## src/hw/rtl/plane_phase_audio_encoder_top_defines.svh

```systemverilog
// Assertion macros for the plane-phase encoder.
// Define NO_ASSERTIONS to compile them out.
`ifndef PLANE_PHASE_AUDIO_ENCODER_TOP_DEFINES_SVH
`define PLANE_PHASE_AUDIO_ENCODER_TOP_DEFINES_SVH

`ifndef NO_ASSERTIONS
// same-cycle implication
`define PPAE_ASSERT_IMP(label, ante, cons) \
    label: assert property (@(posedge clk) disable iff (!rst_n) (ante) |-> (cons)) \
        else $error("ppae assertion failed");
// next-cycle implication
`define PPAE_ASSERT_NXT(label, ante, cons) \
    label: assert property (@(posedge clk) disable iff (!rst_n) (ante) |=> (cons)) \
        else $error("ppae assertion failed");
`else
`define PPAE_ASSERT_IMP(label, ante, cons)
`define PPAE_ASSERT_NXT(label, ante, cons)
`endif

`endif

```

## src/hw/rtl/ppae_pkg.sv

```systemverilog
`timescale 1ns / 1ps
`default_nettype none

package ppae_pkg;

    localparam int DELAY_DEPTH_DEF = 256;

    // CORDIC datapath
    localparam int CORDIC_STEPS = 24;
    localparam int CORDIC_W     = 36;
    localparam int IDX_W        = 5;
    localparam logic signed [CORDIC_W-1:0] CORDIC_GAIN_INV = 652032874;

    // configuration register indexes
    localparam int CFG_IDX_W = 3;
    localparam logic [CFG_IDX_W-1:0] REG_PHASE_STEP   = 3'd0;
    localparam logic [CFG_IDX_W-1:0] REG_BLOCK_LENGTH = 3'd1;
    localparam logic [CFG_IDX_W-1:0] REG_DELAY_LENGTH = 3'd2;
    localparam logic [CFG_IDX_W-1:0] REG_OUT_GAIN     = 3'd3;
    localparam logic [CFG_IDX_W-1:0] REG_EDGE_SLOPE   = 3'd4;

    // sequencer states
    typedef enum logic [4:0] {
        ST_IDLE,
        ST_SINP,
        ST_SINM,
        ST_XWAIT,
        ST_SINX,
        ST_SCALE,
        ST_WRITE,
        ST_READ,
        ST_PICK,
        ST_CORR_A,
        ST_CORR_B,
        ST_CORR_C,
        ST_CORR_D,
        ST_SQUARE,
        ST_SUM,
        ST_VECT,
        ST_FINISH
    } state_t;

    // command to the shared CORDIC
    typedef struct packed {
        logic                       start;
        logic                       vec;
        logic signed [CORDIC_W-1:0] x0;
        logic signed [CORDIC_W-1:0] y0;
        logic signed [CORDIC_W-1:0] z0;
    } cordic_cmd_t;

    // CORDIC result
    typedef struct packed {
        logic                       done;
        logic signed [CORDIC_W-1:0] y;
        logic signed [CORDIC_W-1:0] z;
    } cordic_rsp_t;

    // atan(2^-i) as a 32-bit turn fraction
    function automatic logic [31:0] atan_turn(input logic [IDX_W-1:0] i);
        logic [31:0] r;
        case (i)
            5'd0:  r = 32'h20000000;
            5'd1:  r = 32'h12E4051E;
            5'd2:  r = 32'h09FB385B;
            5'd3:  r = 32'h051111D4;
            5'd4:  r = 32'h028B0D43;
            5'd5:  r = 32'h0145D7E1;
            5'd6:  r = 32'h00A2F61E;
            5'd7:  r = 32'h00517C55;
            5'd8:  r = 32'h0028BE53;
            5'd9:  r = 32'h00145F2F;
            5'd10: r = 32'h000A2F98;
            5'd11: r = 32'h000517CC;
            5'd12: r = 32'h00028BE6;
            5'd13: r = 32'h000145F3;
            5'd14: r = 32'h0000A2FA;
            5'd15: r = 32'h0000517D;
            5'd16: r = 32'h000028BE;
            5'd17: r = 32'h0000145F;
            5'd18: r = 32'h00000A30;
            5'd19: r = 32'h00000518;
            5'd20: r = 32'h0000028C;
            5'd21: r = 32'h00000146;
            5'd22: r = 32'h000000A3;
            5'd23: r = 32'h00000051;
            default: r = 32'h00000000;
        endcase
        return r;
    endfunction

endpackage

`default_nettype wire

```

## src/hw/rtl/ppae_cordic.sv

```systemverilog
`timescale 1ns / 1ps
`default_nettype none

// Shared CORDIC: one micro-rotation per cycle, rotation or vectoring mode.
module ppae_cordic (
    input  wire logic                  clk,
    input  wire logic                  rst_n,
    input  wire ppae_pkg::cordic_cmd_t cmd,
    output ppae_pkg::cordic_rsp_t      rsp
);

    localparam int W = ppae_pkg::CORDIC_W;

    logic signed [W-1:0] x_reg, y_reg, z_reg;
    logic signed [W-1:0] x_next, y_next, z_next;
    logic [ppae_pkg::IDX_W-1:0] idx_reg, idx_next;
    logic busy_reg, busy_next;
    logic done_reg, done_next;
    logic vec_reg, vec_next;

    logic signed [W-1:0] dx, dy, at;
    logic up;

    // iteration step
    always_comb
    begin
        dx = y_reg >>> idx_reg;
        dy = x_reg >>> idx_reg;
        at = signed'(W'(ppae_pkg::atan_turn(idx_reg)));
        // rotation steers on z, vectoring on the sign of y
        up = vec_reg ? y_reg[W-1] : !z_reg[W-1];

        x_next    = x_reg;
        y_next    = y_reg;
        z_next    = z_reg;
        idx_next  = idx_reg;
        busy_next = busy_reg;
        vec_next  = vec_reg;
        done_next = 1'b0;

        if (cmd.start)
        begin
            x_next    = cmd.x0;
            y_next    = cmd.y0;
            z_next    = cmd.z0;
            vec_next  = cmd.vec;
            idx_next  = '0;
            busy_next = 1'b1;
        end
        else if (busy_reg)
        begin
            if (up)
            begin
                x_next = x_reg - dx;
                y_next = y_reg + dy;
                z_next = z_reg - at;
            end
            else
            begin
                x_next = x_reg + dx;
                y_next = y_reg - dy;
                z_next = z_reg + at;
            end
            idx_next = idx_reg + 1'b1;
            if (idx_reg == ppae_pkg::IDX_W'(ppae_pkg::CORDIC_STEPS - 1))
            begin
                busy_next = 1'b0;
                done_next = 1'b1;
            end
        end
    end

    // control
    always_ff @(posedge clk or negedge rst_n)
    begin
        if (!rst_n)
        begin
            busy_reg <= 1'b0;
            done_reg <= 1'b0;
            idx_reg  <= '0;
            vec_reg  <= 1'b0;
        end
        else
        begin
            busy_reg <= busy_next;
            done_reg <= done_next;
            idx_reg  <= idx_next;
            vec_reg  <= vec_next;
        end
    end

    // datapath
    always_ff @(posedge clk)
    begin
        x_reg <= x_next;
        y_reg <= y_next;
        z_reg <= z_next;
    end

    assign rsp.done = done_reg;
    assign rsp.y    = y_reg;
    assign rsp.z    = z_reg;

endmodule

`default_nettype wire

```

## config.mk

```make
export PLATFORM = sky130hd
export DESIGN_NAME = ppae_cordic
export DESIGN_NICKNAME = d
export VERILOG_FILES = /design/src/hw/rtl/plane_phase_audio_encoder_top_defines.svh /design/src/hw/rtl/ppae_pkg.sv /design/src/hw/rtl/ppae_cordic.sv
export SDC_FILE = /design/constraint.sdc
export NUM_CORES = 1
export LEC_CHECK = 0
export BUFFER_PORTS_ARGS = -buffer_cell sky130_fd_sc_hd__buf_2
export CORE_ASPECT_RATIO = 1.25
export CORE_MARGIN = 4
export CORE_UTILIZATION = 45
export DETAILED_ROUTE_END_ITERATION = 6
export PLACE_DENSITY = 0.67
export SLEW_MARGIN = 20
export SYNTH_ARGS = -nofsm -noshare
export SYNTH_HDL_FRONTEND = slang
export SYNTH_SLANG_ARGS = --single-unit
```

## constraint.sdc

```tcl
create_clock -name clk -period 16.4 [get_ports clk]
set_clock_uncertainty 0.15 [all_clocks]
set_input_delay 3.28 -clock clk [delete_from_list [all_inputs] [get_ports clk]]
set_output_delay 3.28 -clock clk [all_outputs]
set_load 0.02 [all_outputs]
```

* Word-level counts from Yosys, hierarchy flattened
Memories as Yosys holds them, arrays and structs flattened. Cells that the tools add are included.
Word-level totals: bits in registers 116, latch bits 0, RAM bits 0, ROM bits 960, input port bits 112, output and inout bits 73, logic and storage cells 38, memories 1
Memory list:
- (no name shown) | words 32, width 30, rd ports 1, clocked after Yosys merged registers in 0, wr ports 0, line ppae_pkg.sv:62 | case (i)
Cells by class: add/sub/neg operators 7, multipliers 0, divide/modulo/power cells 0, $lt $le $gt $ge 0, equality and inequality tests 1, shifts and indexed selects 2, multiplexer cells 18, bitwise operators 0, reduce and logical (&&, ||, !) cells 2
Operators with widths (number):
- two-way mux 36 bit | 9
- adder 36 bit | 2
- >>> shifter 36 x 5 -> 36 bit | 2
- subtractor 36 bit | 2
- adder 36 x 33 -> 36 bit | 1
- subtractor 36 x 33 -> 36 bit | 1
- two-way mux 5 bit | 2
- two-way mux 1 bit | 7
- adder 5 x 1 -> 5 bit, second input constant | 1
- == test 5 bit, second input constant | 1
- nonzero test 2 bit | 1
- logical NOT 1 bit | 1

* Longest topological paths before layout
depth in word-level cells 5, depth in mapped cells 31, gate-level depth less buffers 24

* Least setup slack after synthesis
Ideal clock, no wire load.
kind reg2reg, from register idx_reg[0] (netlist bit), to register y_reg[35] (data pin), library setup time 0.263 ns, data arrival time 6.162 ns, required time 15.987 ns, slack 9.824 ns, cell stages (with the launch flop) 26, path buffers 3, period minus slack after synthesis 6.576 ns, cell sequence dfrtp_1 buf_6 buf_2 mux2_2 mux4_2 a221o_1 nor2_2 and3_1 and4_1 and3_1 clkbuf_1 nand3b_1 o21ai_0 xor2_1 ha_1 a21oi_1 nor2b_1 o21ai_0 nand2b_1 or4b_2 o221a_2 a41o_1 or4_1 a31oi_1 xnor2_1 o21ai_1
Between the ends: longest elaborated chain between the ends 5, elaborated cells on any way between the ends 6, classes of those cells 2 x add/sub; 1 x shift; 3 x mux
Ends and longest elaborated chain:
- start: declaration | line ppae_cordic.sv:16 | logic [ppae_pkg::IDX_W-1:0] idx_reg, idx_next;
- start signal: assignment | line ppae_cordic.sv:87 | idx_reg <= idx_next;
- >>> shifter 36 x 5 -> 36 bit (*) | line ppae_cordic.sv:28 | dy = x_reg >>> idx_reg;
- subtractor 36 bit or adder 36 bit (tied branches) | line ppae_cordic.sv:61, ppae_cordic.sv:55
- two-way mux 36 bit (*) | line ppae_cordic.sv:52 | if (up)
- two-way mux 36 bit (*) | line ppae_cordic.sv:50 | else if (busy_reg)
- two-way mux 36 bit (*) | line ppae_cordic.sv:41 | if (cmd.start)
- named net y_next[35] | line ppae_cordic.sv:15 | logic signed [W-1:0] x_next, y_next, z_next;
- end signal: assignment | line ppae_cordic.sv:96 | y_reg <= y_next;
- end: declaration | line ppae_cordic.sv:14 | logic signed [W-1:0] x_reg, y_reg, z_reg;
Mark *: on every way through the listed nets, which the timed path passes. The rest lies on a longest branch. The select of a mux whose other input is x is not followed. A chain may end at the register's enable or synchronous reset.

* Final worst setup path
from register idx_reg[0] (netlist bit), to register x_reg[35] (data pin)
Between the ends: longest elaborated chain between the ends 5, elaborated cells on any way between the ends 6, classes of those cells 2 x add/sub; 1 x shift; 3 x mux
Ends and longest elaborated chain:
- >>> shifter 36 x 5 -> 36 bit (*) | line ppae_cordic.sv:27 | dx = y_reg >>> idx_reg;
- adder 36 bit or subtractor 36 bit (tied branches) | line ppae_cordic.sv:60, ppae_cordic.sv:54
- two-way mux 36 bit (*) | line ppae_cordic.sv:52
- two-way mux 36 bit (*) | line ppae_cordic.sv:50
- two-way mux 36 bit (*) | line ppae_cordic.sv:41
- named net x_next[35] | line ppae_cordic.sv:15
- end signal: assignment | line ppae_cordic.sv:95 | x_reg <= x_next;
- end: declaration | line ppae_cordic.sv:14
Marks and branches as above.

==> impl_metrics.py <==
metrics = {
    "timing": {
        "worst_slew_pin_slew_ns": 1.046,
        "setup_viol_count_final": 0,
        "period_minus_slack_ns": 8.303,
        "finalHoldViolations": 0,
        "post-route-period-util": 0.5063,
        "max_slew_margin": 0.3018,
        "maxSlewViolCount": 0,
        "fin_tns_setup_ns": 0,
        "rsz0062_at_grt": "no",
        "fmax_ghz": 0.1204,
    },
    "cts": {
        "cts-htree-levels": 4,
        "clk_pin_slew_worst_paths_ns": 0.07,
        "cts_tree": "yes",
        "ctsResizeCount": 0,
        "cts_root_buf": "clkbuf_16",
        "cts_buffers": 17,
        "clockBufferDepth": 2,
        "post-cts-setup-buffer-count": 0,
        "hold_buffers": 0,
        "clock_sinks": 116,
        "clkLatencyLatePin_ns": 0.48,
    },
    "detailed_routing": {
        "avgViaCountPerCell": 6.413,
        "vias": 17210,
        "drcViolationCount": 1,
        "wire_per_inst_um": 23.61,
        "wl_met1_um": 26350,
        "wl_met2_um": 28750,
        "routed-wl-met3_um": 4675,
        "firstDrtPassIters": 7,
        "routed_wl_um": 63370,
        "drtIter0Drc": 1732,
        "ant_nets": 0,
        "top_layer_used": "met4",
    },
    "status": {
        "outcome": "finished, violations left",
        "failed_checks": "design-rule violations",
    },
    "critical_path": {
        "crit_required_ns": 16.47,
        "path_class": "reg -> reg",
        "crit_family": "compound AO/OA/AOI/OAI gates",
        "crit_path_end_kind": "flip-flop",
        "critPathSlowestCell": "dfrtp_4",
        "rrSetupSlack_ns": 8.10,
        "crit_fanout": 67,
        "timing.rr.end": "x_reg[35]",
        "critPathArrivalTime_ns": 8.38,
        "worstRegToRegCells": 23,
        "crit_top_cell": "nand2_1",
        "path_cells": "buf_4 -> mux4_1 -> and2_1 -> o311a_1 -> a211oi_1 -> and4bb_1 -> nand2_1 -> nor4_4 -> nand2_1 -> nor2_1 -> nor2_1 -> xnor2_1 -> ha_1 -> and3_1 -> nand2_1 -> a2111oi_0 -> o21ai_0 -> nor2b_1 -> o311ai_0 -> a21oi_1 -> o21bai_1 -> xnor2_1 -> mux2_2",
        "slowest_delay_ns": 1.02,
        "path_buf_inv": 1,
        "worstReg2RegStart": "idx_reg[0]",
        "worst_setup_path_start_kind": "flip-flop",
    },
    "logic_synthesis": {
        "yosys_most_used_dff": "edfxtp_1",
        "synth.top_cells.by_area": "edfxtp_1, mux4_2, ha_1, nand2_1, o21ai_0",
        "syn-num-nets": 2314,
        "seq_area_frac_synth": 0.1956,
        "synth_top_cell_by_area": "edfxtp_1",
        "synthCells": 2083,
        "syn_avg_cell_area_um2": 8.450,
        "synth_warnings": 0,
        "synthArstFlopShare": 0.06897,
        "netlist.area_leader.share": 0.1842,
        "synth_cell_types": 102,
        "synth_edf_count": 108,
        "ys_ff_latch": 116,
        "syn-cell-area_um2": 17600,
    },
    "cells_and_area": {
        "insertedDiodeCount": 0,
        "multi_input_area_um2": 13340,
        "final_nets": 2410,
        "fillCellCount": 3776,
        "layout-drive-gt1-share": 0.1852,
        "area_growth_syn_to_layout_pct": 9.802,
        "post-route-util": 0.5028,
        "regArea_um2": 3457,
        "layoutNonFillerInstCount": 2684,
    },
    "floorplanning": {
        "rows": 80,
        "start_util": 0.4579,
        "fp.dieArea_um2": 42360,
        "dieWidth_um": 184.9,
        "io_pins": 185,
        "core_area_um2": 38440,
        "die_y_um": 229.1,
    },
    "placement": {
        "numPortBuffers": 184,
        "finalWeightedCongestion": 0.9915,
        "place_inst": 2652,
        "hpwl_um": 48160,
    },
    "global_routing": {
        "first_global_vias": 16870,
        "grt.overflow.total": 0,
        "antenna_found_initial": 0,
        "grt_pass1_wl_um": 97590,
        "grt_max_degree": 105,
        "grt_use_total": 0.2933,
    },
    "run": {
        "maxCapViolCount": 0,
    },
    "min_path": {
        "hold_path.class": "reg -> reg",
        "hold_depth": 1,
        "worstHoldEndpoint": "vec_reg",
        "hp-start": "vec_reg",
    },
}
## synthesized netlist by cell type (11+ instances only)
| cell | instances |
|---|---|
| mux2i_1 | 53 |
| edfxtp_1 | 108 |
| buf_2 | 28 |
| a21oi_1 | 154 |
| nor2_1 | 144 |
| o211ai_1 | 20 |
| nor2b_1 | 26 |
| inv_1 | 53 |
| buf_1 | 21 |
| nand2b_1 | 31 |
| and3_1 | 20 |
| clkbuf_1 | 63 |
| a211oi_1 | 19 |
| a21boi_0 | 13 |
| o21bai_1 | 19 |
| and2_1 | 14 |
| mux2_2 | 39 |
| xnor2_1 | 106 |
| nor3_1 | 26 |
| nand2_1 | 278 |
| ha_1 | 116 |
| o21a_1 | 11 |
| o21ai_0 | 187 |
| mux4_2 | 81 |
| a31oi_1 | 26 |
| xor2_1 | 76 |
| nand3_1 | 29 |
| o31ai_1 | 15 |
| a21o_1 | 64 |
| o22ai_1 | 18 |
## cell families after synthesis
logic type / after synthesis / synth area share
adders and majority gates: 119 / 0.08587
AOI/OAI and AO/OA: 663 / 0.2424
buffers and inverters: 181 / 0.04812
xor gates and xnor gates: 183 / 0.09148
muxes: 182 / 0.1656
DFF: 116 / 0.1956
and+or+nand+nor: 639 / 0.1710
## cell usage in the layout (no fill, tap or decap), types with 10 or more instances in the layout
cell type / netlist / final
a31oi_1: 26 / 26
and3_1: 20 / 20
nand3_1: 29 / 29
a21o_1: 64 / 64
o21bai_1: 19 / 19
mux4_2: 81 / 81
a21oi_1: 154 / 154
nor3_1: 26 / 25
and2_1: 14 / 14
clkbuf_16: 0 / 17
o31ai_1: 15 / 15
mux2_2: 39 / 39
o21a_1: 11 / 11
nor2b_1: 26 / 25
ha_1: 116 / 116
buf_2: 28 / 183
xnor2_1: 106 / 106
mux2i_1: 53 / 52
nor3b_1: 10 / 10
o21ai_0: 187 / 187
nand2b_1: 31 / 31
nand2_1: 278 / 278
buf_4: 2 / 18
nor2_1: 144 / 143
a21boi_0: 13 / 13
edfxtp_1: 108 / 108
xor2_1: 76 / 76
o22ai_1: 18 / 18
a211oi_1: 19 / 19
o211ai_1: 20 / 20
inv_1: 53 / 53
## metal layers
metal / GRT usage / vias to the layer above
li1: - / 8007
met1: 0.3881 / 8224
met2: 0.4537 / 800
met3: 0.05253 / 181
met4: 0.1588 / 0
met5: 0 / -
## area by class of cell
type / count / share of cell area
Sequential cell: 116 / 0.1789
Inverter: 56 / 0.01088
Timing Repair Buffer: 202 / 0.05496
Clock buffer: 21 / 0.02434
Tap cell: 492 / 0.03185
Clock inverter: 11 / 0.009063
Multi-Input combinational cell: 1786 / 0.6900
## how the worst max path moves through the flow
stage | cells past startpoint | to | start
floorplan | 25 | y_reg[35] | idx_reg[0]
global placement | 23 | x_reg[35] | idx_reg[0]
detailed placement | 23 | x_reg[35] | idx_reg[0]
CTS | 23 | x_reg[35] | idx_reg[0]
global route | 23 | x_reg[35] | idx_reg[0]
finish | 23 | x_reg[35] | idx_reg[0]
## metrics by stage
| step | setup slack [ns] | area [µm²] | hold WS (ns) |
|---|---|---|---|
| 2_1_floorplan | 9.824 | 17600 | 0.3851 |
| 3_3_place_gp | 8.268 | 18680 | 0.4591 |
| 3_5_place_dp | 8.093 | 18680 | 0.4703 |
| 4_1_cts | 8.077 | 19330 | 0.4819 |
| 5_1_grt | 7.426 | 19330 | 0.5249 |
| 6_report | 8.097 | 19330 | 0.4784 |
## worst register-to-register path, stage by stage, from the launching register on
cell       delay [ns]
dfrtp_4          1.02
buf_4            0.92
mux4_1           0.69
and2_1           0.19
o311a_1          0.32
a211oi_1         0.56
and4bb_1         0.32
nand2_1          0.13
nor4_4           0.46
nand2_1          0.17
nor2_1           0.24
nor2_1           0.09
xnor2_1          0.17
ha_1             0.35
and3_1           0.22
nand2_1          0.09
a2111oi_0        0.37
o21ai_0          0.14
nor2b_1          0.20
o311ai_0         0.61
a21oi_1          0.16
o21bai_1         0.18
xnor2_1          0.08
mux2_2           0.25
Power is not shown: default switching activity piles up to over one toggle a cycle in this logic, so the estimate is an artifact.
